===== src/rtl/gcd_pkg.sv =====
package gcd_pkg;

  // datapath width for CORDIC and Q30 products (Q2.30 plus guard bits)
  localparam int CW = 34;

  localparam int SQRT_STEPS = 31;

  localparam logic [63:0] PI_Q60 = 64'h3243F6A8885A308D;
  localparam logic [30:0] RAD_PER_UNIT = 31'(PI_Q60 / 64'd1800000000);

  localparam logic signed [CW-1:0] GAIN_Q30 = 34'sd652032874;
  localparam logic [30:0] ONE_Q30 = 31'd1073741824;

  localparam logic signed [30:0] LAT_LIMIT = 31'sd900000000;
  localparam logic signed [33:0] LON_HALF = 34'sd1800000000;
  localparam logic signed [33:0] LON_SPAN = 34'sd3600000000;

  localparam logic [29:0] RADIUS_CM = 30'd637100000;
  localparam logic [30:0] DIST_MAX = 31'd2001508680;

  localparam logic [0:0] REG_REF_LAT = 1'd0;
  localparam logic [0:0] REG_REF_LON = 1'd1;

  localparam logic [31:0] ATAN_Q30 [32] = '{
    32'd843314857, 32'd497837829, 32'd263043837, 32'd133525159,
    32'd67021687, 32'd33543516, 32'd16775851, 32'd8388437,
    32'd4194283, 32'd2097149, 32'd1048576, 32'd524288,
    32'd262144, 32'd131072, 32'd65536, 32'd32768,
    32'd16384, 32'd8192, 32'd4096, 32'd2048,
    32'd1024, 32'd512, 32'd256, 32'd128,
    32'd64, 32'd32, 32'd16, 32'd8,
    32'd4, 32'd2, 32'd1, 32'd0
  };

endpackage


===== src/rtl/gcd_sqrt.sv =====
module gcd_sqrt (
  input  logic        clk_i,
  input  logic        en_i,
  input  logic [30:0] a_i,
  output logic [30:0] root_o
);

  localparam int N = gcd_pkg::SQRT_STEPS;

  logic [61:0] n_q [N];
  logic [61:0] r_q [N];

  for (genvar i = 0; i < N; i++) begin : g_step
    logic [61:0] n_in, r_in, trial;
    localparam logic [61:0] BIT = 62'(1) << (60 - 2 * i);

    if (i == 0) begin : g_first
      assign n_in = {1'b0, a_i, 30'd0};
      assign r_in = '0;
    end else begin : g_next
      assign n_in = n_q[i-1];
      assign r_in = r_q[i-1];
    end

    assign trial = r_in + BIT;

    always_ff @(posedge clk_i) begin
      if (en_i) begin
        if (n_in >= trial) begin
          n_q[i] <= n_in - trial;
          r_q[i] <= (r_in >> 1) + BIT;
        end else begin
          n_q[i] <= n_in;
          r_q[i] <= r_in >> 1;
        end
      end
    end
  end

  assign root_o = r_q[N-1][30:0];

endmodule


===== config.mk =====
export PLATFORM = sky130hd
export DESIGN_NAME = gcd_sqrt
export DESIGN_NICKNAME = d
export VERILOG_FILES = /design/src/rtl/gcd_pkg.sv /design/src/rtl/gcd_sqrt.sv
export SDC_FILE = /design/constraint.sdc
export NUM_CORES = 2
export LEC_CHECK = 0
export BUFFER_PORTS_ARGS = -buffer_cell sky130_fd_sc_hd__buf_2
export CORE_MARGIN = 2
export CORE_UTILIZATION = 65
export CTS_CLUSTER_SIZE = 20
export DETAILED_ROUTE_END_ITERATION = 16
export GPL_ROUTABILITY_DRIVEN = 0
export PLACE_DENSITY = 0.81
export SLEW_MARGIN = 25
export SYNTH_ARGS = -nofsm -noshare
export SYNTH_HDL_FRONTEND = slang
export SYNTH_SLANG_ARGS = --single-unit
export TNS_END_PERCENT = 30

===== constraint.sdc =====
create_clock -name clk_i -period 7.7 [get_ports clk_i]
set_input_delay 1.54 -clock clk_i [delete_from_list [all_inputs] [get_ports clk_i]]
set_output_delay 1.54 -clock clk_i [all_outputs]
set_load 0.005 [all_outputs]

==> impl_metrics.csv <==
group,metric,value,unit
final_layout,drive_above_1_share,5.27,%
clocking,clockBufferDepth,3,
power,power_frac_clock,30.0,%
placement,io_buffers,63,
power,p_switching,8.43,mW
logic_synthesis,netlist_area,87800,µm²
logic_synthesis,synth_edf_count,1651,
timing,relSlewSlack,23.8,%
power,design_power_total,27.5,mW
placement,dp_hpwl,138000,µm
logic_synthesis,postSynth.topFlopCell,"edfxtp_1",
power,power.density,287,nW/µm²
routing,finalWirelength,192000,µm
power,cellLeakagePower,37.2,nW
final_layout,fin_area,95700,µm²
die,row_count,134,
worst_setup_path,cp.arrival,5.46,ns
timing,hold_viol_final,0,
timing,rsz0062_at_grt,"false",
power,max-vdd-ir-drop,0.293,mV
logic_synthesis,post-synth-top-area-fraction,56.5,%
clocking,cts-resized-gates,0,
die,boundaryPins,64,
timing,finalWorstPathRequiredPeriod,4.89,ns
clocking,clock_insertion_delay_worst_skew,0.81,ns
logic_synthesis,synth_area_leaders,"edfxtp_1 56%, ha_1 7.0%, xnor2_1 3.9%",
final_layout,postLayoutCoreUtil,71.6,%
routing,drt.antenna.violating_nets,0,
worst_setup_path,critPathRequiredTime,8.26,ns
logic_synthesis,postSynth.asyncResetShare,0,%
routing,wl_cell,19.8,µm
timing,max_freq,204,MHz
clocking,tritoncts.num_buffers,168,
power,combinationalPowerShare,23.9,%
clocking,path_clk_slew,0.06,ns
routing,avgViaCountPerCell,6.21,
clocking,postCtsSetupRepairBufs,0,
worst_setup_path,crit_end_category,"flop",
logic_synthesis,synthesized_netlist_cell_count,7678,
final_layout,design.final.nets,8300,
timing,finish_stage_setup_viols,0,
global_routing,pin_count_of_the_biggest_net_entering_global_routing,192,
worst_hold_path,timing.hold.worst.class,"flop to flop",
die,floorplan.core_area,134000,µm²
final_layout,area.growth.synth_to_final,9.03,%
global_routing,grtUsageTotal,27.9,%
die,die_h,372,µm
global_routing,wire_length_of_the_first_global_routing_pass,305000,µm
timing,fin_skew,0.0519,ns
run,max-cap-violations,0,
die,die-area,138000,µm²
global_routing,remaining_global_route_overflow,0,
clocking,cts_tree,"done",
timing,fin_hold_ws,0.438,ns
power,sw_frac_of_total,30.7,%
die,die_width,372,µm
clocking,tritoncts_num_sinks,1651,
worst_setup_path,worst-setup-path-type,"flop to flop",
worst_setup_path,reg2reg_slack,2.81,ns
timing,worstMarginPinSlew,1.14,ns
clocking,clock_tree.htree_level_count,4,
power,internal_power,19.0,mW
logic_synthesis,sequential_to_total_area_share_from_yosys_stat,56.5,%
logic_synthesis,post_synth_most_frequent_cells,"1651 x edfxtp_1, 626 x inv_1, 624 x nand2_1",
routing,detailedRoute.firstIterationViolations,6283,
timing,tcrit_tclk_final,63.6,%
placement,placement_cell_area,90100,µm²
clocking,cts.hold.buffers_added,0,
worst_setup_path,path_max_fanout,53,
final_layout,insertedDiodeCount,0,
logic_synthesis,leading_cell_type_by_number_of_instances_after_synthesis,"edfxtp_1",
logic_synthesis,synth.lib_cells_used.distinct,89,
logic_synthesis,ys_ff_latch,1651,
clocking,cts_root_buffer,"clkbuf_16",
run_status,run_status,"completed",
routing,num_vias,59999,
routing,drt-pass1-iter-count,8,
routing,drcViolationCount,0,
timing,fin_tns_setup,0,ns
logic_synthesis,postSynthNetCount,8218,
logic_synthesis,synth_top_area_cell,"edfxtp_1",
global_routing,vias_in_the_first_global_route,58395,
global_routing,antenna_found_initial,0,
die,initial_utilization,65.6,%
worst_setup_path,cp-start-kind,"flop",
logic_synthesis,synth_area_per_cell,11.4,µm²
timing,slew_viol_final,0,
logic_synthesis,syn_warnings,0,
power,p_seq_share,46.1,%
-- cell families (layout without fill, tap and decap cells) --
logic type	Yosys count	count (layout)	share of synthesized area, %
simple gates	2214	2214	12.5
flops	1651	1651	56.5
compound gates	1616	1616	11.4
buf+inv	841	1061	3.60
xor+xnor	783	783	7.81
fa+ha+maj	507	507	7.34
mux	66	66	0.835
-- through the flow --
step                worst slack, ns  instances
floorplan                      2.69       7678
global placement               2.60       9358
detailed placement             2.39       9358
CTS                            2.99       9666
global route                   2.64       9666
finish                         2.81       9666
-- critical path, cell delays in order, from the launching register on --
cell,delay (ns)
edfxtp_1,0.42
ha_1,0.22
inv_1,0.08
fa_1,0.43
nor2b_1,0.17
o31a_1,0.24
o211ai_1,0.21
a311oi_1,0.81
a211oi_4,0.13
buf_4,0.33
nor2_1,0.28
nand4_1,0.23
nor4_1,0.72
nand2_1,0.19
xnor2_1,0.19
-- routing by layer --
metal	up-vias	global-route usage, %	part of all wire (%)
met2	2495	48.9	50
li1	28267	-	-
met3	547	3.85	6.5
met1	28690	34.7	39
met4	0	11.6	4.2
met5	-	0	0
-- power groups by stage --
stage,Clock (mW),Sequential (mW),Combinational (mW)
after CTS,8.32,12.6,6.46
after global routing,8.69,12.8,7.26
after detailed placement,0,12.8,6.37
after floorplan,0,12.4,5.07
final,8.24,12.7,6.55
after global placement,0,12.8,6.17
-- layout make-up --
cell class | count | area [µm²]
inverters | 653 | 2450
fillers | 8767 | 38100
repair buffers | 100 | 683
clock buffers | 200 | 4320
flip-flops and latches | 1651 | 49600
well taps | 1768 | 2210
multi-input cells | 5186 | 35200
clock inverters | 108 | 1290
-- registers in the layout, summed over array words and instances (netlist names) --
signal	cells
r_q	495
n_q	1156
-- final timing paths --
path | from | end | cells after the start
worst max register to register | n_q[1][688] | n_q[1][804] | 14
worst min register to register | n_q[0][528] | n_q[0][590] | 0
worst min-delay path | n_q[0][528] | n_q[0][590] | 0
worst max-delay path | n_q[1][688] | n_q[1][804] | 14
-- cell usage in the layout, fill, tap and decap left out, types with 23 or more instances in the layout --
cell,netlist,final
nand4b_1,24,24
xor2_1,390,390
clkbuf_1,181,32
o31ai_1,37,37
edfxtp_1,1651,1651
clkbuf_16,0,168
a211oi_1,53,51
nand2b_1,103,103
o21ai_1,366,366
and2_1,33,33
or4_1,53,53
o21a_1,73,73
clkinv_1,2,35
inv_1,626,626
xnor2_1,393,393
nor2b_1,67,67
and3_1,35,35
nor4_1,147,147
or3_1,89,89
mux2_1,54,54
a31oi_1,49,46
o21bai_1,52,52
o21ai_0,103,103
nor2_1,465,465
a21o_1,235,235
buf_4,1,31
a21oi_1,445,444
inv_2,23,23
ha_1,493,493
nand4_1,73,73
nand3_1,131,131
clkinv_2,2,31
buf_2,0,62
nor3_1,240,238
nand2_1,624,624
nand3b_1,32,32
Note: power is estimated with default switching activity, not from simulation.
